===== config.mk =====
export PLATFORM = sky130hd
export DESIGN_NAME = chip8_decode_and_flow_execute
export DESIGN_NICKNAME = d
export VERILOG_FILES = /design/src/c8de_pkg.sv /design/src/c8de_front.sv /design/src/c8de_back.sv /design/src/chip8_decode_and_flow_execute.sv
export SDC_FILE = /design/constraint.sdc
export NUM_CORES = 1
export LEC_CHECK = 0
export BUFFER_PORTS_ARGS = -buffer_cell sky130_fd_sc_hd__buf_2
export CAP_MARGIN = 10
export CORE_MARGIN = 4
export CORE_UTILIZATION = 57
export CTS_CLUSTER_SIZE = 40
export DETAILED_ROUTE_END_ITERATION = 10
export GPL_TIMING_DRIVEN = 1
export HOLD_SLACK_MARGIN = 0.06
export PLACE_DENSITY = 0.74
export SYNTH_ARGS = -nofsm -noshare
export SYNTH_HDL_FRONTEND = slang
export SYNTH_SLANG_ARGS = --single-unit

===== constraint.sdc =====
create_clock -name clk -period 6.4 [get_ports clk]
set_clock_uncertainty 0.15 [all_clocks]
set_input_delay 1.28 -clock clk [delete_from_list [all_inputs] [get_ports clk]]
set_output_delay 1.28 -clock clk [all_outputs]
set_load 0.05 [all_outputs]

===== src/c8de_pkg.sv =====
// Package with shared types and constants for the CHIP-8 decode and flow execute block.
`default_nettype none
package c8de_pkg;
	localparam int TypeW = 6;
	localparam int ErrW = 3;
	localparam int WordW = 16;

	localparam logic [TypeW-1:0] T_CLS = 6'd0;
	localparam logic [TypeW-1:0] T_RET = 6'd1;
	localparam logic [TypeW-1:0] T_SYS = 6'd2;
	localparam logic [TypeW-1:0] T_JMP = 6'd3;
	localparam logic [TypeW-1:0] T_CALL = 6'd4;
	localparam logic [TypeW-1:0] T_SEQ = 6'd5;
	localparam logic [TypeW-1:0] T_SNE = 6'd6;
	localparam logic [TypeW-1:0] T_SEQR = 6'd7;
	localparam logic [TypeW-1:0] T_LD = 6'd8;
	localparam logic [TypeW-1:0] T_ADD = 6'd9;
	localparam logic [TypeW-1:0] T_ALU0 = 6'd10;
	localparam logic [TypeW-1:0] T_SHL = 6'd18;
	localparam logic [TypeW-1:0] T_SNER = 6'd19;
	localparam logic [TypeW-1:0] T_LDI = 6'd20;
	localparam logic [TypeW-1:0] T_JPV = 6'd21;
	localparam logic [TypeW-1:0] T_RND = 6'd22;
	localparam logic [TypeW-1:0] T_DRW = 6'd23;
	localparam logic [TypeW-1:0] T_SKP = 6'd24;
	localparam logic [TypeW-1:0] T_SKNP = 6'd25;
	localparam logic [TypeW-1:0] T_F07 = 6'd26;
	localparam logic [TypeW-1:0] T_F0A = 6'd27;
	localparam logic [TypeW-1:0] T_F15 = 6'd28;
	localparam logic [TypeW-1:0] T_F18 = 6'd29;
	localparam logic [TypeW-1:0] T_F1E = 6'd30;
	localparam logic [TypeW-1:0] T_F29 = 6'd31;
	localparam logic [TypeW-1:0] T_F33 = 6'd32;
	localparam logic [TypeW-1:0] T_F55 = 6'd33;
	localparam logic [TypeW-1:0] T_F65 = 6'd34;
	localparam logic [TypeW-1:0] T_INVALID = 6'd35;

	localparam logic [ErrW-1:0] E_NONE = 3'd0;
	localparam logic [ErrW-1:0] E_NOT_IMPL = 3'd1;
	localparam logic [ErrW-1:0] E_OVERFLOW = 3'd2;
	localparam logic [ErrW-1:0] E_UNDERFLOW = 3'd3;
	localparam logic [ErrW-1:0] E_BAD_ADDR = 3'd4;
	localparam logic [ErrW-1:0] E_INC_FAIL = 3'd5;

	typedef struct packed {
		logic [TypeW-1:0] itype;
		logic [3:0] x;
		logic [3:0] y;
		logic [7:0] nn;
		logic [11:0] nnn;
	} dec_t;

	function automatic logic [TypeW-1:0] classify(input logic [WordW-1:0] w);
		logic [TypeW-1:0] t;
		t = T_INVALID;
		case (w[15:12])
			4'h0: begin
				if (w[11:0] == 12'h0E0) t = T_CLS;
				else if (w[11:0] == 12'h0EE) t = T_RET;
				else t = T_SYS;
			end
			4'h1: t = T_JMP;
			4'h2: t = T_CALL;
			4'h3: t = T_SEQ;
			4'h4: t = T_SNE;
			4'h5: t = (w[3:0] == 4'h0) ? T_SEQR : T_INVALID;
			4'h6: t = T_LD;
			4'h7: t = T_ADD;
			4'h8: begin
				if (w[3] == 1'b0) t = T_ALU0 + {3'd0, w[2:0]};
				else if (w[3:0] == 4'hE) t = T_SHL;
				else t = T_INVALID;
			end
			4'h9: t = T_SNER;
			4'hA: t = T_LDI;
			4'hB: t = T_JPV;
			4'hC: t = T_RND;
			4'hD: t = T_DRW;
			4'hE: begin
				if (w[7:0] == 8'h9E) t = T_SKP;
				else if (w[7:0] == 8'hA1) t = T_SKNP;
				else t = T_INVALID;
			end
			default: begin
				case (w[7:0])
					8'h07: t = T_F07;
					8'h0A: t = T_F0A;
					8'h15: t = T_F15;
					8'h18: t = T_F18;
					8'h1E: t = T_F1E;
					8'h29: t = T_F29;
					8'h33: t = T_F33;
					8'h55: t = T_F55;
					8'h65: t = T_F65;
					default: t = T_INVALID;
				endcase
			end
		endcase
		return t;
	endfunction
endpackage
`default_nettype wire


===== src/c8de_front.sv =====
// Front end: accepts instruction words, classifies them and feeds a two-entry queue.
`default_nettype none
module c8de_front (
	input wire logic clk,
	input wire logic arst_n,
	input wire logic in_valid,
	output logic in_ready,
	input wire logic [15:0] word,
	output logic q_valid,
	input wire logic q_ready,
	output c8de_pkg::dec_t q_data
);
	c8de_pkg::dec_t mem_q [2];
	logic wptr_q, rptr_q;
	logic [1:0] cnt_q;
	logic push, pop;
	c8de_pkg::dec_t d;

	always_comb begin
		d.itype = c8de_pkg::classify(word);
		d.x = word[11:8];
		d.y = word[7:4];
		d.nn = word[7:0];
		d.nnn = word[11:0];
	end

	assign in_ready = (cnt_q != 2'd2);
	assign q_valid = (cnt_q != 2'd0);
	assign q_data = mem_q[rptr_q];
	assign push = in_valid && in_ready;
	assign pop = q_valid && q_ready;

	always_ff @(posedge clk) begin
		if (push) mem_q[wptr_q] <= d;
	end

	always_ff @(posedge clk or negedge arst_n) begin
		if (!arst_n) begin
			wptr_q <= 1'b0;
			rptr_q <= 1'b0;
			cnt_q <= 2'd0;
		end else begin
			if (push) wptr_q <= ~wptr_q;
			if (pop) rptr_q <= ~rptr_q;
			cnt_q <= cnt_q + {1'b0, push} - {1'b0, pop};
		end
	end
endmodule
`default_nettype wire


===== src/c8de_back.sv =====
// Back end: executes the flow group against pc, return stack and V registers.
`default_nettype none
module c8de_back #(
	parameter int STACK_DEPTH = 16,
	parameter int ADDR_BITS = 12
) (
	input wire logic clk,
	input wire logic arst_n,
	input wire logic [11:0] mem_top,
	input wire logic q_valid,
	output logic q_ready,
	input wire c8de_pkg::dec_t q_data,
	output logic out_valid,
	input wire logic out_ready,
	output logic [5:0] instr_type,
	output logic success,
	output logic [2:0] error_code,
	output logic [11:0] pc_now,
	output logic [4:0] stack_level
);
	localparam int SpW = $clog2(STACK_DEPTH + 1);
	localparam int IdxW = (STACK_DEPTH > 1) ? $clog2(STACK_DEPTH) : 1;

	logic [ADDR_BITS-1:0] pc_q;
	logic [SpW-1:0] sp_q;
	logic [ADDR_BITS-1:0] stk_q [STACK_DEPTH];
	logic [7:0] v_q [16];

	logic [ADDR_BITS-1:0] pc_n;
	logic [SpW-1:0] sp_n;
	logic [2:0] err;
	logic push_en, v_en;
	logic [ADDR_BITS-1:0] base, inc1, inc2, popped;
	logic cond, ok1, ok2;
	logic fire;
	logic [IdxW-1:0] pop_idx, push_idx;
	logic [SpW-1:0] sp_dec;

	assign q_ready = !out_valid || out_ready;
	assign fire = q_valid && q_ready;
	assign sp_dec = sp_q - SpW'(1);
	assign pop_idx = sp_dec[IdxW-1:0];
	assign push_idx = sp_q[IdxW-1:0];
	assign popped = stk_q[pop_idx];

	always_comb begin
		pc_n = pc_q;
		sp_n = sp_q;
		err = c8de_pkg::E_NOT_IMPL;
		push_en = 1'b0;
		v_en = 1'b0;
		cond = 1'b0;
		base = pc_q;
		case (q_data.itype)
			c8de_pkg::T_SEQ: cond = (v_q[q_data.x] == q_data.nn);
			c8de_pkg::T_SNE: cond = (v_q[q_data.x] != q_data.nn);
			c8de_pkg::T_SEQR: cond = (v_q[q_data.x] == v_q[q_data.y]);
			c8de_pkg::T_RET: base = popped;
			default: cond = 1'b0;
		endcase
		inc1 = base + ADDR_BITS'(2);
		inc2 = base + ADDR_BITS'(4);
		ok1 = ({1'b0, base} + (ADDR_BITS+1)'(2)) <= (ADDR_BITS+1)'(mem_top);
		ok2 = ({1'b0, base} + (ADDR_BITS+1)'(4)) <= (ADDR_BITS+1)'(mem_top);
		case (q_data.itype)
			c8de_pkg::T_RET: begin
				if (sp_q == '0) err = c8de_pkg::E_UNDERFLOW;
				else begin
					sp_n = sp_dec;
					pc_n = ok1 ? inc1 : popped;
					err = ok1 ? c8de_pkg::E_NONE : c8de_pkg::E_INC_FAIL;
				end
			end
			c8de_pkg::T_JMP: begin
				if (q_data.nnn <= mem_top) begin
					pc_n = ADDR_BITS'(q_data.nnn);
					err = c8de_pkg::E_NONE;
				end else err = c8de_pkg::E_BAD_ADDR;
			end
			c8de_pkg::T_CALL: begin
				if (sp_q >= SpW'(STACK_DEPTH)) err = c8de_pkg::E_OVERFLOW;
				else begin
					push_en = 1'b1;
					sp_n = sp_q + SpW'(1);
					if (q_data.nnn <= mem_top) begin
						pc_n = ADDR_BITS'(q_data.nnn);
						err = c8de_pkg::E_NONE;
					end else err = c8de_pkg::E_BAD_ADDR;
				end
			end
			c8de_pkg::T_SEQ, c8de_pkg::T_SNE, c8de_pkg::T_SEQR: begin
				if (!ok1) err = c8de_pkg::E_INC_FAIL;
				else if (cond && !ok2) begin
					pc_n = inc1;
					err = c8de_pkg::E_INC_FAIL;
				end else begin
					pc_n = cond ? inc2 : inc1;
					err = c8de_pkg::E_NONE;
				end
			end
			c8de_pkg::T_LD: begin
				v_en = 1'b1;
				pc_n = ok1 ? inc1 : pc_q;
				err = ok1 ? c8de_pkg::E_NONE : c8de_pkg::E_INC_FAIL;
			end
			default: err = c8de_pkg::E_NOT_IMPL;
		endcase
	end

	always_ff @(posedge clk) begin
		if (fire && push_en) stk_q[push_idx] <= pc_q;
		if (fire) begin
			instr_type <= q_data.itype;
			success <= (err == c8de_pkg::E_NONE);
			error_code <= err;
			pc_now <= pc_n[11:0];
			stack_level <= 5'(sp_n);
		end
	end

	always_ff @(posedge clk or negedge arst_n) begin
		if (!arst_n) begin
			pc_q <= ADDR_BITS'(12'h200);
			sp_q <= '0;
			out_valid <= 1'b0;
			for (int i = 0; i < 16; i++) v_q[i] <= 8'd0;
		end else begin
			if (fire) begin
				pc_q <= pc_n;
				sp_q <= sp_n;
				if (v_en) v_q[q_data.x] <= q_data.nn;
				out_valid <= 1'b1;
			end else if (out_ready) out_valid <= 1'b0;
		end
	end
endmodule
`default_nettype wire


===== src/chip8_decode_and_flow_execute.sv =====
// Top level of the CHIP-8 instruction decoder with flow-group execution.
// One instruction word enters per transaction on the in channel (in_valid, in_ready, word).
// The front end classifies it and places it in a two-entry queue; the back end executes the
// flow group (return, jump, call, skips, load) and registers one result transaction on the
// out channel: instr_type, success, error_code, pc_now and stack_level.
// An input word passes a queue entry and then the output register before its result shows;
// throughput is one instruction per cycle unless out_ready stalls the output register.
// The cfg channel writes mem_top, the highest address pc may take; write it only when idle.
// Reset sets pc to 0x200, empties the return stack, clears the V registers and sets
// mem_top to 4095. When the receiver stalls, the output register holds its result, the
// queue fills, and in_ready falls once both queue entries are taken.
`default_nettype none
module chip8_decode_and_flow_execute #(
	parameter int STACK_DEPTH = 16,
	parameter int ADDR_BITS = 12
) (
	input wire logic clk,
	input wire logic arst_n,
	input wire logic cfg_valid,
	output logic cfg_ready,
	input wire logic [11:0] cfg_data,
	input wire logic in_valid,
	output logic in_ready,
	input wire logic [15:0] instruction_word,
	output logic out_valid,
	input wire logic out_ready,
	output logic [5:0] instr_type,
	output logic success,
	output logic [2:0] error_code,
	output logic [11:0] pc_now,
	output logic [4:0] stack_level
);
	logic [11:0] mem_top_q;
	logic q_valid, q_ready;
	c8de_pkg::dec_t q_data;

	assign cfg_ready = 1'b1;

	always_ff @(posedge clk or negedge arst_n) begin
		if (!arst_n) mem_top_q <= 12'hFFF;
		else if (cfg_valid) mem_top_q <= cfg_data;
	end

	c8de_front u_front (
		.clk(clk), .arst_n(arst_n),
		.in_valid(in_valid), .in_ready(in_ready), .word(instruction_word),
		.q_valid(q_valid), .q_ready(q_ready), .q_data(q_data)
	);

	c8de_back #(.STACK_DEPTH(STACK_DEPTH), .ADDR_BITS(ADDR_BITS)) u_back (
		.clk(clk), .arst_n(arst_n), .mem_top(mem_top_q),
		.q_valid(q_valid), .q_ready(q_ready), .q_data(q_data),
		.out_valid(out_valid), .out_ready(out_ready),
		.instr_type(instr_type), .success(success), .error_code(error_code),
		.pc_now(pc_now), .stack_level(stack_level)
	);
endmodule
`default_nettype wire


# Yosys cells after proc, flatten, opt, wreduce, memory -nomap -nowiden
# Memory sizes are Yosys's and may differ from the RTL's.
# Cells that the tools add are included.
[totals]
register_bits = 189
ramBits = 260
in_bits = 33
elab_cells = 153
memories = 2
[op_classes]
add_sub_neg = 9
order_cmp = 7
n_eq_ne = 39
mux = 48
bitwise_logic = 4
reduce_logical = 16
[mem_list]
columns = ["memory", "words", "word_bits", "read_ports", "rd_clocked_by_memory_dff", "wr", "line_no", "source"]
rows = [
  ["u_back.stk_q", 16, 12, 1, 0, 1, "c8de_back.sv:26", "logic [ADDR_BITS-1:0] stk_q [STACK_DEPTH];"],
  ["u_front.mem_q", 2, 34, 1, 0, 1, "c8de_front.sv:13", "c8de_pkg::dec_t mem_q [2];"],
]
[op_table]
columns = ["op", "n"]
rows = [
  ["$bwmux W128", 1],
  ["$mux W12", 9],
  ["$pmux W6 S15", 1],
  ["$bmux W8 S4", 2],
  ["$pmux W12 S5", 1],
  ["$pmux W6 S9", 1],
  ["$mux W8", 5],
  ["$mux W6", 6],
  ["$demux W8 S4", 1],
  ["$eq A4 B4 Y1 const B", 8],
  ["$le A13 B12 Y1", 2],
  ["$eq A12 B8 Y1 const B", 2],
  ["$eq A6 B3 Y1 const B", 4],
  ["$eq A8 B5 Y1 const B", 3],
  ["$mux W3", 6],
  ["$eq A4 B3 Y1 const B", 4],
  ["$eq A8 B6 Y1 const B", 2],
  ["$eq A8 B7 Y1 const B", 2],
  ["$eq A8 B8 Y1", 2],
  ["$eq A8 B8 Y1 const B", 2],
  ["$ge A5 B5 Y1 const B", 3],
  ["$pmux W3 S5", 1],
  ["$add A12 B2 Y13 const B", 1],
  ["$add A12 B3 Y13 const B", 1],
  ["other kinds (34)", 53],
]

# Depth between registers and ports, before layout
# An unclocked memory read counts as a cell.
[logic_depth]
depth_word = 12
depth_mapped = 33

# Hierarchy
# From an unflattened synthesis, not the netlist that was laid out.
[unflattened]
hier_cells = 1519
area_unflattened_um2 = 21625.7
[modules_own_cells]
columns = ["mod", "instances", "cells_each", "area_per_inst_um2", "seq_area_each_um2"]
rows = [
  ["c8de_back", 1, 1304, 18829.3, 10231.1],
  ["c8de_front", 1, 188, 2285.9, 1181.1],
  ["chip8_decode_and_flow_execute", 1, 27, 510.5, 315.3],
]

# Least setup slack after synthesis
# OpenSTA, ideal clock, no wires.
[synth_timing]
kind = "reg2reg"
startpoint = "reg u_back.sp_q[0]"
endpoint = "reg u_back.pc_now[4] (data pin)"
setup_time_ns = 0.263
arrival_time_ns = 6.329
t_required_ns = 5.987
path_slack_ns = -0.343
stages_incl_launch_ff = 31
path_buffers = 7
synth_period_minus_slack_ns = 6.743
cell_sequence = "dfrtp_1 > buf_4 > buf_6 > buf_6 > buf_4 > buf_2 > inv_1 > ha_1 > xor2_2 > buf_4 > buf_4 > mux4_2 > nor2b_1 > a211oi_1 > a21oi_1 > nand2_1 > nand2_1 > ha_1 > and2_1 > nand2b_1 > nor2_1 > xnor2_1 > ha_1 > and3_1 > nand3_1 > or3_1 > a22o_1 > a21o_1 > a221o_1 > a2111oi_2 > nor2_1"
[synth_between]
elab_chain_len = 10
elab_cells_between_ends = 21
classes_between = "add/sub (5); order compare (3); mux (9); reduce/logical (3); memory (1)"
[synth_rtl]
columns = ["item", "line_no", "source"]
rows = [
  ["start: declaration", "c8de_back.sv:25", "logic [SpW-1:0] sp_q;"],
  ["start signal: assignment", "c8de_back.sv:130", "sp_q <= sp_n;"],
  ["$sub A5 B1 Y5", "c8de_back.sv:41", "assign sp_dec = sp_q - SpW'(1);"],
  ["$mem_v2 Z16 W12", "--", ""],
  ["$mux W12", "c8de_back.sv:54", "case (q_data.itype)"],
  ["$add A12 B3 Y13", "c8de_back.sv:64", "ok2 = ({1'b0, base} + (ADDR_BITS+1)'(4)) <= (ADDR_BITS+1)'(mem_top);"],
  ["$le A13 B12 Y1", "c8de_back.sv:64", ""],
  ["$logic_not A1 Y1", "c8de_back.sv:93", "else if (cond && !ok2) begin"],
  ["$logic_and A1 B1 Y1", "c8de_back.sv:93", ""],
  ["$mux W12", "c8de_back.sv:93", ""],
  ["$mux W12", "c8de_back.sv:92", "if (!ok1) err = c8de_pkg::E_INC_FAIL;"],
  ["$pmux W12 S5 *", "c8de_back.sv:65", "case (q_data.itype)"],
  ["via u_back.pc_n[4]", "c8de_back.sv:29", "logic [ADDR_BITS-1:0] pc_n;"],
  ["end signal: assignment", "c8de_back.sv:116", "pc_now <= pc_n[11:0];"],
  ["end: declaration", "c8de_back.sv:18", "output logic [11:0] pc_now,"],
]
# Mark *: on every way through the listed nets, which the timed path passes. The rest lies on a longest branch.
# A chain may end at the register's enable or synchronous reset.

# Final worst setup path
[layout_timing]
startpoint = "reg u_back.sp_q[1]"
endpoint = "reg u_back.pc_now[4] (data pin)"
# The elaborated chain is that of the path after synthesis.

==> metrics <==
Area growth syn-to-layout=11.1%; number of synthesized register bits=417; post-route ant nets=0; R2R setup slack=0.20 ns; post-synthesis sequential area ratio=0.537; final instance area=0.0242 sq mm; Starting Density=0.578; Die Span X=204 microns; die height=204 microns; DP Worst Slack=0.163 ns; asr flop ratio synth=0.388; gr ovfl total=0; Worst-Skew Late Latency=0.57 ns; arrival time of the worst setup path=6.36 ns; fin util=0.642; Crit-path slowest cell=ha_2; Net Count, Synth=1985; total wire length=62900 microns; Die ar.=0.0415 sq mm; via count=16400; port bufs=61; hpwl dp=42300 microns; first-pass GRT wire length=96500 microns; clk buf depth=3; crit-path leading delay family=compound AO/OA/AOI/OAI gates; final period utilization=0.968; worst slew pin tran=1.07 ns; NumNets Final=2049; Final WS setup=0.202 ns; gpl congestion=1.01; crit path max fanout=12; total power=11.5 mW; Critical Path End Type=flop; static leakage=9.19 nW; vias in the first global route=15800; IO Pins=63; Post-DP Area=0.0228 sq mm; initial antenna violation count=0; routed vias/inst=6.54; Core ar.=0.0378 sq mm; Synth cell types=91; # rows=71; RSZ-0062 raised after global routing=no; CTS tree=yes; 1st-pass router iterations=6; share of layout cells above drive strength 1=0.164; final setup fails=0; Req. time, crit path=6.56 ns; CTS Sinks=417; Ys Warns=0; Clk pin slew, worst setup/hold paths=0.06 ns; maxcap violations=0; power per cell area=473 mW/mm^2; WL per Instance=25.0 microns; reg2reg path depth=24; Max VDD drop=285 uV; Max Clk Rate=0.161 GHz; depth of the CTS H-tree=2; most frequent CP cell=inv_1; setup_tns=0 ns; top_reg_cell synth=edfxtp_1; cell area after synthesis=0.0218 sq mm; Root Buffer=clkbuf_16; crit-path cells=inv_1, ha_2, buf_4, mux4_2, mux2i_1, a21oi_1, mux2i_1, inv_1, ha_1, nand2_1, xnor2_1, inv_1, ha_1, nand4_1, nor2_1, a211o_1, a21o_1, a21oi_1, o21ai_0, a22o_1, a21o_1, a221o_1, a2111oi_2, nor2_1; hold path depth=2; EDFF count, synth=255; Fin. Hold Viols=0; CP bufs+invs=4; GRT Total Usage=0.302; Final Critical Period=6.20 ns; critical setup path kind=flop to flop; Syn Area/Cell=11.5 sq um; TritonCTS Buffers=43; drc violations=0; outcome=completed; largest net degree at the start of global routing=87; Critical Path Max Stage Delay=0.46 ns; Worst Hold Class=flop to flop; fill cell count=2893; CP startpoint kind=flop; pins over their slew limit=0; Antenna diodes=0; Iteration-0 DRC Markers=1984; critical path depth=24; Slew headroom=0.280; Cells after Synth=1906
-- layout by cell type, fill, tap and decap left out, types with 17 or more instances in the layout --
| master | instances |
|---|---|
| a21o_1 | 17 |
| nor2_1 | 91 |
| a21oi_1 | 65 |
| mux4_2 | 61 |
| dfrtp_1 | 147 |
| o21ai_0 | 191 |
| buf_2 | 60 |
| nand3_1 | 38 |
| nor3_1 | 23 |
| mux2i_1 | 108 |
| ha_1 | 44 |
| clkbuf_16 | 44 |
| xnor2_1 | 43 |
| a31oi_1 | 19 |
| edfxtp_1 | 255 |
| inv_1 | 47 |
| a221oi_1 | 18 |
| a211oi_1 | 26 |
| nand2_1 | 295 |
| buf_4 | 65 |
| a32oi_1 | 20 |
| nor2b_1 | 18 |
-- where the power goes --
part,internal (mW),switching [mW]
clock,1.44,1.05
sequential,3.39,0.452
combinational,1.84,3.29
-- worst register-to-register path: stages, from the launching register on --
cell and delay (ns):
dfrtp_1 0.44, inv_1 0.14, ha_2 0.47, buf_4 0.27
mux4_2 0.24, mux2i_1 0.08, a21oi_1 0.46, mux2i_1 0.23
inv_1 0.15, ha_1 0.20, nand2_1 0.07, xnor2_1 0.36
inv_1 0.09, ha_1 0.31, nand4_1 0.11, nor2_1 0.05
a211o_1 0.27, a21o_1 0.17, a21oi_1 0.17, o21ai_0 0.13
a22o_1 0.34, a21o_1 0.25, a221o_1 0.38, a2111oi_2 0.32
nor2_1 0.10
-- sequential cells by signal (all words and copies together) (netlist names) --
register	cells
mem_top_q	12
u_back.error_code	3
u_back.instr_type	6
u_back.out_valid	1
u_back.pc_now	12
u_back.pc_q	12
u_back.sp_q	5
u_back.stack_level	5
u_back.stk_q	192
u_back.success	1
u_back.v_q	128
u_front.cnt_q	2
u_front.mem_q	36
u_front.rptr_q	1
u_front.wptr_q	1
-- metal layers --
metal / up-vias / share of wire / global-route usage
met2: 994 / 0.45 / 0.454
met3: 154 / 0.10 / 0.0582
met1: 8043 / 0.42 / 0.450
met4: 0 / 0.033 / 0.0995
li1: 7250 / - / -
met5: - / 0 / 0
-- Yosys cell counts (10+ instances only) --
library cell  count  share of area
inv_1            47         0.0081
nand2b_1         16         0.0046
a32oi_1          20         0.0080
ha_1             46          0.026
a21o_1           17         0.0058
edfxtp_1        255           0.35
o21ai_0         192          0.044
nand3_1          38         0.0087
nand2_1         295          0.051
xor2_1           14         0.0056
nor2_1           92          0.016
a31oi_1          19         0.0054
a211oi_1         28         0.0096
nand4_1          14         0.0040
mux4_2           61          0.063
clkbuf_1         63          0.011
dfrtp_1         149           0.17
xnor2_1          43          0.017
nor2b_1          18         0.0052
a21oi_1          65          0.015
a22oi_1          16         0.0055
buf_4            10         0.0034
mux2_2           10         0.0052
buf_2            22         0.0050
o22ai_1          17         0.0049
dfstp_2          13          0.016
nor3_1           23         0.0053
a221oi_1         18         0.0072
mux2i_1         114          0.052
-- logic make-up after synthesis --
family / count (synthesis) / synth area share
muxes: 190 / 0.125
xor gates and xnor gates: 59 / 0.0244
buffers and inverters: 165 / 0.0347
adders and majority gates: 46 / 0.0264
DFF: 417 / 0.537
other: 1 / 0.000172
and+or+nand+nor: 557 / 0.115
AOI/OAI and AO/OA: 471 / 0.137
-- stage by stage --
| step | hold WS, ns | std cells |
|---|---|---|
| floorplan | 0.308 | 1906 |
| global placement | 0.321 | 2432 |
| detailed placement | 0.335 | 2432 |
| CTS | 0.350 | 2510 |
| global route | 0.380 | 2514 |
| finish | 0.349 | 2514 |
-- layout make-up --
type | instances | area [sq um] | area share
Clock buffer | 56 | 1200 | 0.0493
Timing Repair Buffer | 129 | 851 | 0.0351
Sequential cell | 417 | 11700 | 0.484
Tap cell | 511 | 639 | 0.0264
Clock inverter | 22 | 201 | 0.00831
Multi-Input combinational cell | 1324 | 9410 | 0.388
Inverter | 55 | 211 | 0.00872
-- final timing paths --
| check | from | end |
|---|---|---|
| max | u_back.sp_q[1] | u_back.pc_now[4] |
| min | u_back.v_q[26] | u_back.v_q[26] |
| max reg2reg | u_back.sp_q[1] | u_back.pc_now[4] |
| min reg2reg | u_back.v_q[26] | u_back.v_q[26] |
| max in group asynchronous | arst_n | u_back.sp_q[0] |
| min in group asynchronous | arst_n | u_back.v_q[4] |
-- repair_timing --
action / CTS / global route
resized for setup: 0 / 5
setup endpoints to repair: 0 / 24
buffers inserted: 0 / 4
hold buffers: 0 / 0
Power figures use the tool's default switching activity.
